### src/sv/bgm_pkg.sv
`default_nettype none
package bgm_pkg;
  localparam int DivW = 33;

  typedef enum logic [2:0] {
    CS_UNKNOWN = 3'd0,
    CS_DISCHG  = 3'd1,
    CS_CHG     = 3'd2,
    CS_IDLE    = 3'd3,
    CS_FULL    = 3'd4
  } charge_state_t;

  typedef enum logic [1:0] {
    AL_NONE = 2'd0,
    AL_LOW  = 2'd1,
    AL_CRIT = 2'd2
  } alarm_t;

  typedef enum logic [1:0] {
    REG_LOW  = 2'd0,
    REG_CRIT = 2'd1,
    REG_VLIM = 2'd2,
    REG_VFB  = 2'd3
  } reg_idx_t;

  // datapath operation codes
  typedef enum logic [3:0] {
    OP_LOAD  = 4'd0,
    OP_CAP   = 4'd1,
    OP_REM   = 4'd2,
    OP_CUR   = 4'd3,
    OP_PCT   = 4'd4,
    OP_TIME  = 4'd5,
    OP_HLTH  = 4'd6,
    OP_FIN   = 4'd7,
    OP_IDLE  = 4'd8,
    OP_POST  = 4'd9
  } dp_op_t;

  typedef struct packed {
    logic   start;   // begin a division with the selected operands
    dp_op_t op;
  } dp_cmd_t;

  typedef struct packed {
    logic div_busy;
    logic div_done;
    logic reject;
  } dp_stat_t;

  typedef struct packed {
    logic        present_bit;
    logic        state_ok;
    logic [1:0]  state_code;
    logic        rate_ok;
    logic [15:0] rate_mw;
    logic        core_ok;
    logic [15:0] energy_mwh;
    logic [15:0] pack_mv;
    logic [15:0] design_mwh;
    logic        full_ok;
    logic [15:0] full_mwh;
  } in_item_t;

  typedef struct packed {
    logic        battery_present;
    logic [2:0]  charge_state;
    logic [6:0]  charge_percent;
    logic [25:0] design_mah;
    logic [25:0] charge_mah;
    logic [26:0] pack_ma;
    logic [15:0] minutes_to_empty;
    logic [15:0] minutes_to_full;
    logic [6:0]  health_percent;
    logic [1:0]  alarm;
  } out_item_t;

  typedef struct packed {
    logic [6:0]  low_threshold;
    logic [6:0]  critical_threshold;
    logic [15:0] voltage_limit;
    logic [15:0] fallback_voltage;
  } cfg_t;
endpackage
`default_nettype wire

### src/sv/bgm_if.sv
`default_nettype none
interface bgm_in_if;
  logic            valid;
  logic            ready;
  bgm_pkg::in_item_t data;
  modport source (output valid, output data, input ready);
  modport sink   (input valid, input data, output ready);
endinterface

interface bgm_out_if;
  logic             valid;
  logic             ready;
  bgm_pkg::out_item_t data;
  modport source (output valid, output data, input ready);
  modport sink   (input valid, input data, output ready);
endinterface
`default_nettype wire

### src/sv/bgm_div.sv
`default_nettype none
// restoring divider, one quotient bit per cycle; quotient 0 on zero divisor
module bgm_div (
  input  wire logic                    clk,
  input  wire logic                    rst_n,
  input  wire logic                    start,
  input  wire logic [bgm_pkg::DivW-1:0] num,
  input  wire logic [bgm_pkg::DivW-1:0] den,
  output logic                         busy,
  output logic                         done,
  output logic [bgm_pkg::DivW-1:0]     quo
);
  import bgm_pkg::*;
  localparam int CntW = $clog2(DivW + 1);

  logic [DivW-1:0] q_r, q_nxt, d_r, d_nxt;
  logic [DivW:0]   rem_r, rem_nxt;
  logic [CntW-1:0] cnt_r, cnt_nxt;
  logic            busy_r, busy_nxt, done_r, done_nxt, dz_r, dz_nxt;
  logic [DivW:0]   trial;

  always_comb begin
    q_nxt = q_r; d_nxt = d_r; rem_nxt = rem_r; cnt_nxt = cnt_r;
    busy_nxt = busy_r; done_nxt = 1'b0; dz_nxt = dz_r;
    trial = {rem_r[DivW-1:0], q_r[DivW-1]};
    if (start) begin
      q_nxt = num; d_nxt = den; rem_nxt = '0;
      cnt_nxt = CntW'(DivW); busy_nxt = 1'b1; dz_nxt = (den == '0);
    end else if (busy_r) begin
      if (trial >= {1'b0, d_r}) begin
        rem_nxt = trial - {1'b0, d_r};
        q_nxt = {q_r[DivW-2:0], 1'b1};
      end else begin
        rem_nxt = trial;
        q_nxt = {q_r[DivW-2:0], 1'b0};
      end
      cnt_nxt = cnt_r - 1'b1;
      if (cnt_r == CntW'(1)) begin
        busy_nxt = 1'b0; done_nxt = 1'b1;
      end
    end
  end

  always_ff @(posedge clk) begin
    if (!rst_n) begin
      busy_r <= 1'b0; done_r <= 1'b0; cnt_r <= '0; dz_r <= 1'b0;
    end else begin
      busy_r <= busy_nxt; done_r <= done_nxt; cnt_r <= cnt_nxt; dz_r <= dz_nxt;
    end
    q_r <= q_nxt; d_r <= d_nxt; rem_r <= rem_nxt;
  end

  assign busy = busy_r;
  assign done = done_r;
  assign quo  = dz_r ? '0 : q_r;

  a_done_after_busy: assert property (@(posedge clk) disable iff (!rst_n)
    done_r |-> $past(busy_r)) else $error("done without busy");
  a_no_busy_done: assert property (@(posedge clk) disable iff (!rst_n)
    !(done_r && busy_r && !$past(start))) else $error("busy and done overlap");
  a_cnt_idle: assert property (@(posedge clk) disable iff (!rst_n)
    !busy_r |-> cnt_r == '0) else $error("counter left running");
endmodule
`default_nettype wire

### src/sv/bgm_datapath.sv
`default_nettype none
module bgm_datapath (
  input  wire logic               clk,
  input  wire logic               rst_n,
  input  wire bgm_pkg::dp_cmd_t   cmd,
  output bgm_pkg::dp_stat_t       stat,
  input  wire bgm_pkg::in_item_t  in_item,
  input  wire bgm_pkg::cfg_t      cfg,
  output bgm_pkg::out_item_t      res
);
  import bgm_pkg::*;

  in_item_t        it_r;
  logic [15:0]     v_r;
  logic [25:0]     cap_r, rem_r, cur_r;
  logic [6:0]      pct_r, hl_r, last_r;
  logic [16:0]     tte_r, ttf_r;
  logic [2:0]      st_r;
  logic [1:0]      al_r;
  logic            tsel_r;

  logic [DivW-1:0] num, den, quo;
  logic            dbusy, ddone;
  logic [25:0]     fill;
  logic            use_full;
  logic [2:0]      st_base;

  assign use_full = it_r.full_ok && (it_r.full_mwh != 16'd0);
  assign fill = (cap_r > rem_r) ? cap_r - rem_r : 26'd0;

  always_comb begin
    num = '0; den = '0;
    case (cmd.op)
      OP_CAP:  begin num = DivW'(it_r.design_mwh * 26'd1000); den = DivW'(v_r); end
      OP_REM:  begin num = DivW'(it_r.energy_mwh * 26'd1000); den = DivW'(v_r); end
      OP_CUR:  begin num = DivW'(it_r.rate_mw * 26'd1000);    den = DivW'(v_r); end
      OP_PCT:  begin
        if (use_full) begin
          num = DivW'(it_r.energy_mwh * 23'd100); den = DivW'(it_r.full_mwh);
        end else begin
          num = DivW'(rem_r * 33'd100); den = DivW'(cap_r);
        end
      end
      OP_TIME: begin
        num = tsel_r ? DivW'(fill * 32'd60) : DivW'(rem_r * 32'd60);
        den = DivW'(cur_r);
      end
      OP_HLTH: begin num = DivW'(it_r.full_mwh * 23'd100); den = DivW'(it_r.design_mwh); end
      default: ;
    endcase
  end

  bgm_div u_div (.clk, .rst_n, .start(cmd.start), .num, .den,
                 .busy(dbusy), .done(ddone), .quo);

  always_comb begin
    if (!it_r.state_ok) st_base = CS_UNKNOWN;
    else if (it_r.state_code == 2'd1) st_base = CS_DISCHG;
    else if (it_r.state_code == 2'd2) st_base = CS_CHG;
    else st_base = CS_IDLE;
  end

  always_ff @(posedge clk) begin
    if (!rst_n) begin
      last_r <= '0;
    end else if (cmd.op == OP_POST) begin
      last_r <= pct_r;
    end
    if (cmd.op == OP_LOAD) begin
      it_r <= in_item;
      v_r <= (in_item.pack_mv != 16'd0) ? in_item.pack_mv : cfg.fallback_voltage;
      tte_r <= '0; ttf_r <= '0; hl_r <= '0; cur_r <= '0; pct_r <= '0; al_r <= AL_NONE;
    end
    if (ddone) begin
      case (cmd.op)
        OP_CAP: cap_r <= quo[25:0];
        OP_REM: rem_r <= quo[25:0];
        OP_CUR: cur_r <= it_r.rate_ok ? quo[25:0] : 26'd0;
        OP_PCT: pct_r <= (quo > DivW'(100)) ? 7'd100 : quo[6:0];
        OP_TIME: begin
          if (tsel_r) ttf_r <= (quo > DivW'(65535)) ? 17'd65535 : quo[16:0];
          else        tte_r <= (quo > DivW'(65535)) ? 17'd65535 : quo[16:0];
        end
        OP_HLTH: hl_r <= (quo > DivW'(100)) ? 7'd100 : quo[6:0];
        default: ;
      endcase
    end
    if (cmd.op == OP_CUR && cmd.start) begin
      st_r <= st_base;
    end
    if (cmd.op == OP_PCT && cmd.start) begin
      tsel_r <= (st_r == CS_CHG);
    end
    if (cmd.op == OP_FIN) begin
      if (pct_r >= 7'd100 && st_r != CS_DISCHG) st_r <= CS_FULL;
      if (pct_r <= cfg.critical_threshold && last_r > cfg.critical_threshold)
        al_r <= AL_CRIT;
      else if (pct_r <= cfg.low_threshold && last_r > cfg.low_threshold)
        al_r <= AL_LOW;
      if (!use_full || it_r.design_mwh == 16'd0) hl_r <= '0;
      if (cur_r == 26'd0 || !(st_r == CS_DISCHG)) tte_r <= '0;
      // a full pack is no longer charging
      if (cur_r == 26'd0 || !(st_r == CS_CHG) || pct_r >= 7'd100) ttf_r <= '0;
    end
  end

  assign stat.div_busy = dbusy;
  assign stat.div_done = ddone;
  assign stat.reject = !it_r.present_bit || !it_r.core_ok ||
                       (it_r.pack_mv > cfg.voltage_limit) ||
                       (it_r.design_mwh == 16'hFFFF) || (it_r.energy_mwh == 16'hFFFF);

  always_comb begin
    res.battery_present  = 1'b1;
    res.charge_state     = st_r;
    res.charge_percent   = pct_r;
    res.design_mah       = cap_r;
    res.charge_mah       = rem_r;
    res.pack_ma          = (st_r == CS_DISCHG) ? 27'(-{1'b0, cur_r}) : {1'b0, cur_r};
    res.minutes_to_empty = tte_r[15:0];
    res.minutes_to_full  = ttf_r[15:0];
    res.health_percent   = hl_r;
    res.alarm            = al_r;
  end
endmodule
`default_nettype wire

### src/sv/bgm_ctrl.sv
`default_nettype none
module bgm_ctrl (
  input  wire logic             clk,
  input  wire logic             rst_n,
  input  wire logic             in_valid,
  output logic                  in_ready,
  output logic                  out_valid,
  input  wire logic             out_ready,
  output logic                  out_zero,
  output logic                  out_load,
  output bgm_pkg::dp_cmd_t      cmd,
  input  wire bgm_pkg::dp_stat_t stat
);
  import bgm_pkg::*;

  typedef enum logic [3:0] {
    S_IDLE, S_CHECK, S_CAP, S_REM, S_CUR, S_PCT, S_TIME, S_HLTH, S_FIN, S_FIN2, S_OUT
  } state_t;

  state_t state_r, state_nxt;
  logic   go_r, go_nxt, ov_r, ov_nxt, zero_r, zero_nxt;

  function automatic dp_op_t op_of(state_t s);
    unique case (s)
      S_CAP:  return OP_CAP;
      S_REM:  return OP_REM;
      S_CUR:  return OP_CUR;
      S_PCT:  return OP_PCT;
      S_TIME: return OP_TIME;
      S_HLTH: return OP_HLTH;
      S_FIN:  return OP_FIN;
      S_FIN2: return OP_POST;
      default: return OP_IDLE;
    endcase
  endfunction

  assign in_ready = (state_r == S_IDLE);
  assign out_load = (state_r == S_OUT) && (!ov_r || out_ready);

  always_comb begin
    state_nxt = state_r; go_nxt = 1'b0; ov_nxt = ov_r; zero_nxt = zero_r;
    cmd.op = op_of(state_r);
    cmd.start = go_r;
    if (ov_r && out_ready) ov_nxt = 1'b0;
    unique case (state_r)
      S_IDLE: begin
        cmd.op = OP_LOAD;
        if (in_valid && in_ready) state_nxt = S_CHECK;
        else cmd.op = OP_IDLE;
      end
      S_CHECK: begin
        if (stat.reject) begin
          zero_nxt = 1'b1; state_nxt = S_OUT;
        end else begin
          zero_nxt = 1'b0; state_nxt = S_CAP; go_nxt = 1'b1;
        end
      end
      S_CAP, S_REM, S_CUR, S_PCT, S_TIME, S_HLTH: begin
        if (stat.div_done) begin
          state_nxt = state_t'(state_r + 1'b1);
          go_nxt = (state_r != S_HLTH);
        end
      end
      S_FIN:  state_nxt = S_FIN2;
      S_FIN2: state_nxt = S_OUT;
      S_OUT: begin
        if (!ov_r || out_ready) begin
          ov_nxt = 1'b1; state_nxt = S_IDLE;
        end
      end
      default: state_nxt = S_IDLE;
    endcase
  end

  always_ff @(posedge clk) begin
    if (!rst_n) begin
      state_r <= S_IDLE; go_r <= 1'b0; ov_r <= 1'b0; zero_r <= 1'b0;
    end else begin
      state_r <= state_nxt; go_r <= go_nxt; ov_r <= ov_nxt; zero_r <= zero_nxt;
    end
  end

  assign out_valid = ov_r;
  assign out_zero  = zero_r;

  a_no_accept_busy: assert property (@(posedge clk) disable iff (!rst_n)
    in_ready |-> state_r == S_IDLE) else $error("accept while busy");
  a_start_ok: assert property (@(posedge clk) disable iff (!rst_n)
    go_r |-> !stat.div_busy) else $error("start while divider busy");
  a_out_once: assert property (@(posedge clk) disable iff (!rst_n)
    (state_r == S_OUT && state_nxt == S_IDLE) |=> ov_r) else $error("result lost");
endmodule
`default_nettype wire

### src/sv/battery_gauge_metrics.sv
`default_nettype none
// Battery gauge metrics: one snapshot item in, one result item out. A valid
// snapshot is checked, then six divisions (capacity, remaining, current,
// percent, time, health) share one 33-step restoring divider, and the finish
// states S_FIN and S_FIN2 run before its result is posted; the next item is
// accepted only after that. A rejected snapshot posts an all-zero result
// straight after the check. The next item is taken while the previous result
// waits in the output register; a finished result then waits until that
// register is free.
// Registers: 0x0 low threshold, 0x4 critical threshold, 0x8 voltage limit,
// 0xC fallback voltage.
module battery_gauge_metrics (
  input  wire logic        clk,
  input  wire logic        rst_n,
  bgm_in_if.sink           in_ch,
  bgm_out_if.source        out_ch,
  input  wire logic        cfg_psel,
  input  wire logic        cfg_penable,
  input  wire logic        cfg_pwrite,
  input  wire logic [3:0]  cfg_paddr,
  input  wire logic [31:0] cfg_pwdata,
  output logic [31:0]      cfg_prdata,
  output logic             cfg_pready
);
  import bgm_pkg::*;

  cfg_t      cfg_r;
  dp_cmd_t   cmd;
  dp_stat_t  stat;
  out_item_t res, out_r;
  logic      ov, zero, wr, out_ld;
  reg_idx_t  idx;

  assign cfg_pready = 1'b1;
  assign idx = reg_idx_t'(cfg_paddr[3:2]);
  assign wr = cfg_psel && cfg_penable && cfg_pwrite;

  always_ff @(posedge clk) begin
    if (!rst_n) begin
      cfg_r.low_threshold      <= 7'd10;
      cfg_r.critical_threshold <= 7'd5;
      cfg_r.voltage_limit      <= 16'd30000;
      cfg_r.fallback_voltage   <= 16'd11100;
    end else if (wr) begin
      unique case (idx)
        REG_LOW:  cfg_r.low_threshold      <= cfg_pwdata[6:0];
        REG_CRIT: cfg_r.critical_threshold <= cfg_pwdata[6:0];
        REG_VLIM: cfg_r.voltage_limit      <= cfg_pwdata[15:0];
        REG_VFB:  cfg_r.fallback_voltage   <= cfg_pwdata[15:0];
        default: ;
      endcase
    end
  end

  always_comb begin
    unique case (idx)
      REG_LOW:  cfg_prdata = {25'd0, cfg_r.low_threshold};
      REG_CRIT: cfg_prdata = {25'd0, cfg_r.critical_threshold};
      REG_VLIM: cfg_prdata = {16'd0, cfg_r.voltage_limit};
      REG_VFB:  cfg_prdata = {16'd0, cfg_r.fallback_voltage};
      default:  cfg_prdata = '0;
    endcase
  end

  bgm_ctrl u_ctrl (.clk, .rst_n, .in_valid(in_ch.valid), .in_ready(in_ch.ready),
                   .out_valid(ov), .out_ready(out_ch.ready), .out_zero(zero),
                   .out_load(out_ld), .cmd, .stat);

  bgm_datapath u_dp (.clk, .rst_n, .cmd, .stat, .in_item(in_ch.data), .cfg(cfg_r), .res);

  // result latched when the controller posts it
  always_ff @(posedge clk) begin
    if (out_ld) out_r <= zero ? '0 : res;
  end

  assign out_ch.valid = ov;
  assign out_ch.data  = out_r;
endmodule
`default_nettype wire
### src/flat_wrapper.sv
// flat-port wrapper written by rule: the top's interface ports become plain ports
module battery_gauge_metrics_flat import bgm_pkg::*;
  (clk, rst_n, cfg_psel, cfg_penable, cfg_pwrite, cfg_paddr, cfg_pwdata, cfg_prdata, cfg_pready, in_ch_valid, in_ch_data, in_ch_ready, out_ch_valid, out_ch_data, out_ch_ready);
  bgm_in_if in_ch_i ();
  bgm_out_if out_ch_i ();
  input  wire logic clk;
  input  wire logic rst_n;
  input  wire logic cfg_psel;
  input  wire logic cfg_penable;
  input  wire logic cfg_pwrite;
  input  wire logic [3:0] cfg_paddr;
  input  wire logic [31:0] cfg_pwdata;
  output logic [31:0] cfg_prdata;
  output logic cfg_pready;
  input wire logic [$bits(in_ch_i.valid)-1:0] in_ch_valid;
  input wire logic [$bits(in_ch_i.data)-1:0] in_ch_data;
  output wire logic [$bits(in_ch_i.ready)-1:0] in_ch_ready;
  output wire logic [$bits(out_ch_i.valid)-1:0] out_ch_valid;
  output wire logic [$bits(out_ch_i.data)-1:0] out_ch_data;
  input wire logic [$bits(out_ch_i.ready)-1:0] out_ch_ready;
  assign in_ch_i.valid = in_ch_valid;
  assign in_ch_i.data = in_ch_data;
  assign in_ch_ready = in_ch_i.ready;
  assign out_ch_valid = out_ch_i.valid;
  assign out_ch_data = out_ch_i.data;
  assign out_ch_i.ready = out_ch_ready;
  battery_gauge_metrics u_core (.clk(clk), .rst_n(rst_n), .in_ch(in_ch_i), .out_ch(out_ch_i), .cfg_psel(cfg_psel), .cfg_penable(cfg_penable), .cfg_pwrite(cfg_pwrite), .cfg_paddr(cfg_paddr), .cfg_pwdata(cfg_pwdata), .cfg_prdata(cfg_prdata), .cfg_pready(cfg_pready));
endmodule
### config.mk
export PLATFORM = sky130hd
export DESIGN_NAME = battery_gauge_metrics_flat
export DESIGN_NICKNAME = d
export VERILOG_FILES = /design/src/sv/bgm_pkg.sv /design/src/sv/bgm_if.sv /design/src/sv/bgm_div.sv /design/src/sv/bgm_datapath.sv /design/src/sv/bgm_ctrl.sv /design/src/sv/battery_gauge_metrics.sv /design/src/flat_wrapper.sv
export SDC_FILE = /design/constraint.sdc
export NUM_CORES = 2
export LEC_CHECK = 0
export ABC_AREA = 0
export BUFFER_PORTS_ARGS = -buffer_cell sky130_fd_sc_hd__buf_2
export CORE_MARGIN = 4
export CORE_UTILIZATION = 45
export DETAILED_ROUTE_END_ITERATION = 10
export PLACE_DENSITY = 0.6
export SLEW_MARGIN = 20
export SYNTH_ARGS = -nofsm -noshare
export SYNTH_HDL_FRONTEND = slang
export SYNTH_HIERARCHICAL = 1
export SYNTH_SLANG_ARGS = --single-unit
### constraint.sdc
create_clock -name clk -period 19.5 [get_ports clk]
set_clock_uncertainty 0.15 [all_clocks]
set_input_delay 3.9 -clock clk [delete_from_list [all_inputs] [get_ports clk]]
set_output_delay 3.9 -clock clk [all_outputs]
set_load 0.03 [all_outputs]
==> After elaboration in Yosys (flattened, before gate mapping) <==
Memory sizes are Yosys's and may differ from the RTL's. A register that Yosys moved wholly into a read port is not among the register bits.
Index checks and enable logic that the tools add are counted.
{ "word_totals": {"register_bits": 534, "mem_bits_ro": 64, "output_inout_bits": 166, "elab_cells": 230, "n_memories": 1} }
{ "memory_table": {"columns": ["memory", "words", "width", "read_ports", "rd_clocked_by_memory_dff", "write_ports", "line_no", "rtl"], "rows": [
  ["(name not given)", 16, 4, 1, 1, 0, "bgm_ctrl.sv:24", "unique case (s)"]
]} }
{ "classes": {"n_addsub": 5, "multipliers": 8, "n_lt_le_gt_ge": 10, "eq_ne": 33, "mux": 73, "n_bitwise": 3, "reduce_logical": 47} }
{ "op_table": {"columns": ["cell", "n"], "rows": [
  ["2-to-1 mux 17 bit", 13],
  ["case mux 33 bit (6 select lines)", 1],
  ["2-to-1 mux 33 bit", 5],
  ["2-to-1 mux 26 bit", 6],
  ["2-to-1 mux 131 bit", 1],
  ["case mux 32 bit (4 select lines)", 1],
  ["case mux 26 bit (4 select lines)", 1],
  ["multiplier 16 x 7 -> 23 bit, second input constant", 3],
  ["2-to-1 mux 7 bit", 9],
  ["multiplier 26 x 4 -> 30 bit, second input constant", 2],
  ["multiplier 16 x 5 -> 21 bit, second input constant", 2],
  ["greater-or-equal comparator 34 x 33 -> 1 bit", 1],
  ["greater-than comparator 33 x 16 -> 1 bit, second input constant", 1],
  ["greater-than comparator 33 x 7 -> 1 bit, second input constant", 1],
  ["logical NOT 33 bit", 1],
  ["subtractor 33 bit", 1],
  ["== test 16 bit, second input constant", 2],
  ["== test 4 x 3 -> 1 bit, second input constant", 8],
  ["2-to-1 mux 32 bit", 1],
  ["2-to-1 mux 4 bit", 8],
  ["nonzero test 16 bit", 2],
  ["multiplier 26 x 5 -> 31 bit, second input constant", 1],
  ["2-to-1 mux 27 bit", 1],
  ["negation 26 -> 27 bit", 1],
  ["other kinds (41)", 106]
]} }

==> Depth between registers and ports, before layout <==
{ "depth": {"word_depth": 11, "depth_mapped": 31} }

==> Cells and area by module <==
The synthesis kept the hierarchy.
{ "modules_own_cells": {"columns": ["module", "instances", "cells_each", "area_per_inst_um2", "seq_area_each_um2"], "rows": [
  ["bgm_datapath", 1, 3308, 31161.1, 6366.1],
  ["battery_gauge_metrics", 1, 511, 7154.4, 4854.7],
  ["bgm_div", 1, 655, 6331.1, 2822.7],
  ["bgm_ctrl", 1, 99, 845.8, 220.2]
]} }

==> Least setup slack after synthesis <==
Ideal clock, no wire load.
{ "synth_timing": {"path_kind": "in2reg", "from": "in out_ch_ready", "to": "reg u_core.out_r, in the netlist u_core/out_ch.data[0], enable pin", "setup_ns": 0.623, "arrival_ns": 9.454, "setup_slack_ns": 9.273, "path_stages": 2, "path_buffers": 0, "path_cell_list": "nor2b_1 -> nor2_1"} }
{ "synth_between": {"elab_chain_cells": 2} }
{ "synth_rtl": {"columns": ["element", "line_no", "rtl"], "rows": [
  ["start: declaration", "flat_wrapper.sv:20", "input wire logic [$bits(out_ch_i.ready)-1:0] out_ch_ready;"],
  ["logical OR 1 bit", "bgm_ctrl.sv:38", "assign out_load = (state_r == S_OUT) && (!ov_r || out_ready);"],
  ["logical AND 1 bit", "bgm_ctrl.sv:38", null],
  ["named net u_core.out_ld", "battery_gauge_metrics.sv:31", "logic ov, zero, wr, out_ld;"],
  ["end signal: assignment", "battery_gauge_metrics.sv:73", "if (out_ld) out_r <= zero ? '0 : res;"],
  ["end: declaration", "battery_gauge_metrics.sv:30", "out_item_t res, out_r;"]
]} }
The timed path passes the listed nets, and every way through them passes these cells.
A chain may end at the register's enable or synchronous reset.

==> Final worst setup path <==
{ "layout_timing": {"from": "in cfg_paddr[3]", "to": "out cfg_prdata[6]"} }
{ "layout_between": {"elab_chain_cells": 2, "word_cells_on_any_way": 5, "cone_classes": "eq/ne (3); mux (1); reduce/logical (1)"} }
{ "layout_rtl": {"columns": ["element", "line_no", "rtl"], "rows": [
  ["start: declaration", "flat_wrapper.sv:11", "input wire logic [3:0] cfg_paddr;"],
  ["== test 2 bit (tied with other cells)", "battery_gauge_metrics.sv:56", "unique case (idx)"],
  ["case mux 32 bit (4 select lines) *", "battery_gauge_metrics.sv:56", null],
  ["end: declaration", "flat_wrapper.sv:13", "output logic [31:0] cfg_prdata;"]
]} }
Mark *: on every way between the ends. The rest lies on a longest branch, timed or not. The select of a mux whose other input is x is not followed.

==> impl_metrics.py <==
metrics = {
    "placement": {
        "dpl.hpwl_um": 106500,
        "gp_congestion": 0.9256,
        "portBuffers": 260,
        "postPlaceCellArea_mm2": 0.04808,
    },
    "drt": {
        "firstDrtPassIters": 8,
        "route.detailed.drc": 0,
        "vias": 35065,
        "final_antenna_net_count": 0,
        "wl_um": 134200,
        "routed_via_density": 5.696,
        "avgRoutedWirePerCell_um": 21.80,
        "drtIter0Drc": 3039,
    },
    "cts": {
        "clk_latency_ns": 0.65,
        "cts_setup_buffers": 0,
        "path_clk_slew_ns": 0.06,
        "clock-sinks": 536,
        "cts_resized": 0,
        "htree_levels": 3,
        "cts_tree": "built",
        "clock-root-buffer": "clkbuf_16",
        "postCtsHoldBufs": 0,
        "cts_buffers": 66,
        "cts.path.max_buffers": 3,
    },
    "setup_path": {
        "ff2ff_path_depth": 27,
        "crit_chain": "buf_2 > mux4_2 > buf_2",
        "r2r_setup_slack_ns": 11.01,
        "crit_type": "input pin to primary output",
        "critPathLaunchType": "input pin",
        "max_stage_delay_ns": 0.60,
        "cp_common_cell": "buf_2",
        "endpoint_kind": "primary output",
        "slowest_stage": "mux4_2",
        "cp.arrival_ns": 5.14,
        "cp_max_fo": 23,
        "reg2reg_from": "u_core/u_dp/rem_r[0]$_DFFE_PP_",
        "worstPathRequired_ns": 15.45,
        "regToRegEndpoint": "u_core/u_dp/u_div/q_r[24]$_DFFE_PP_",
    },
    "sta": {
        "slew_viol_final": 0,
        "fmax_mhz": 108.8,
        "rsz0062_at_grt": "no",
        "slew_headroom": 0.2758,
        "setup_viol": 0,
        "worst_pin_slew_ns": 1.084,
        "fin_setup_tns_ns": 0,
        "whs_ns": 0.3216,
        "hold_violations": 0,
        "fin_crit_sh": 0.4715,
        "finalCriticalPeriod_ns": 9.195,
    },
    "synthesis": {
        "synthCells": 4572,
        "synth_warnings": 6,
        "synth_area_mm2": 0.04548,
        "avgSynthCellArea_um2": 9.949,
    },
    "floorplan": {
        "fp.dieArea_mm2": 0.1062,
        "initial_core_util": 0.4542,
        "core_area_mm2": 0.1001,
        "die-width_um": 325.9,
        "io_pins": 296,
        "dieHeight_um": 325.9,
        "rows": 116,
    },
    "min_path": {
        "hold_path.class": "flop to flop",
        "hold_end": "u_core/u_dp/al_r[0]$_DFF_P_",
        "holdPathStages": 2,
        "min_from": "u_core/u_dp/al_r[0]$_DFF_P_",
    },
    "outcome": {
        "status": "completed",
    },
    "layout": {
        "fin_nets": 5756,
        "nFillCells": 9354,
        "final_layout_size_suffix_gt1_frac": 0.1044,
        "syn2layout_area_growth_pct": 10.45,
        "finalInstanceArea_mm2": 0.05024,
    },
    "global_routing": {
        "grt_pass1_wl_um": 204200,
        "antenna_found_initial": 3,
        "grt_pass1_vias": 33375,
        "grt-ovfl-total": 0,
        "grt_usage": 0.2482,
        "grt_max_degree": 87,
    },
    "job": {
        "maxCapViolations": 0,
    },
}
stage by stage:
step                  util  setup slack (ns)  std cells
floorplan                -             9.273       4602
global placement    0.4801             10.31       6032
detailed placement  0.4801             10.31       6032
CTS                 0.5016             10.31       6154
global route        0.5016             10.23       6155
finish              0.5016             10.31       6156
worst max-delay path: cells and delay by family:
kind                   cells  cell delay, ns
muxes                      1            0.60
buffers and inverters      2            0.64
worst max path at each step:
stage / endpoint / start / depth (start not counted) / slack [ns]
after detailed placement: cfg_prdata[6] / cfg_paddr[3] / 3 / 10.31
after global routing: cfg_prdata[2] / cfg_paddr[3] / 3 / 10.23
after floorplan: u_core/out_ch.data[0]$_SDFFCE_PP0P_ / out_ch_ready / 2 / 9.27
after global placement: cfg_prdata[2] / cfg_paddr[3] / 3 / 10.31
after CTS: cfg_prdata[6] / cfg_paddr[3] / 3 / 10.31
final: cfg_prdata[6] / cfg_paddr[3] / 3 / 10.31
flip-flops by register name, indices dropped and copies added, names as in the netlist, 2 cells and up, named ones only:
register,count
u_core/u_dp/al_r,2
u_core/out_ch.data,131
u_core/u_dp/cur_r,26
u_core/u_dp/rem_r,26
u_core/u_dp/u_div/cnt_r,6
u_core/u_dp/last_r,7
u_core/u_dp/it_r,87
u_core/u_dp/u_div/d_r,33
u_core/u_dp/hl_r,7
u_core/u_dp/u_div/q_r,33
u_core/u_dp/st_r,3
u_core/u_dp/ttf_r,16
u_core/cfg_r,46
u_core/u_dp/tte_r,16
u_core/u_dp/u_div/rem_r,33
u_core/u_dp/cap_r,26
u_core/u_ctrl/state_r,4
u_core/u_dp/pct_r,7
u_core/u_dp/v_r,16
cells in the final DEF, fill, tap and decap left out, types with 180 or more instances in the layout:
cell type and instances:
a21oi_1 233, buf_2 260, dfxtp_1 180, edfxtp_1 353
fa_1 298, ha_1 526, inv_1 487, nand2_1 264
nor2_1 322, nor2b_1 251, o21ai_0 186
layer usage:
metal	wire [um]	vias up	global-route usage
met2	58660	1167	0.3767
met3	9710	199	0.04181
met1	61360	17102	0.3623
met4	4459	2	0.07804
li1	-	16595	-
met5	8	-	0
final cells by class:
class | instances | area [um^2] | area share
multi-input cells | 3404 | 28710 | 0.5715
repair buffers | 304 | 1632 | 0.03248
inverters | 490 | 1842 | 0.03666
clock inverters | 37 | 399.1 | 0.007945
flip-flops and latches | 536 | 14270 | 0.2841
clock buffers | 85 | 1753 | 0.03489
well taps | 1298 | 1624 | 0.03233
diodes | 2 | 5.005 | 0.00009962
Power is left out: the tool's default activity adds up to more than one toggle a clock period on the data nets, which glitch-free logic cannot reach.
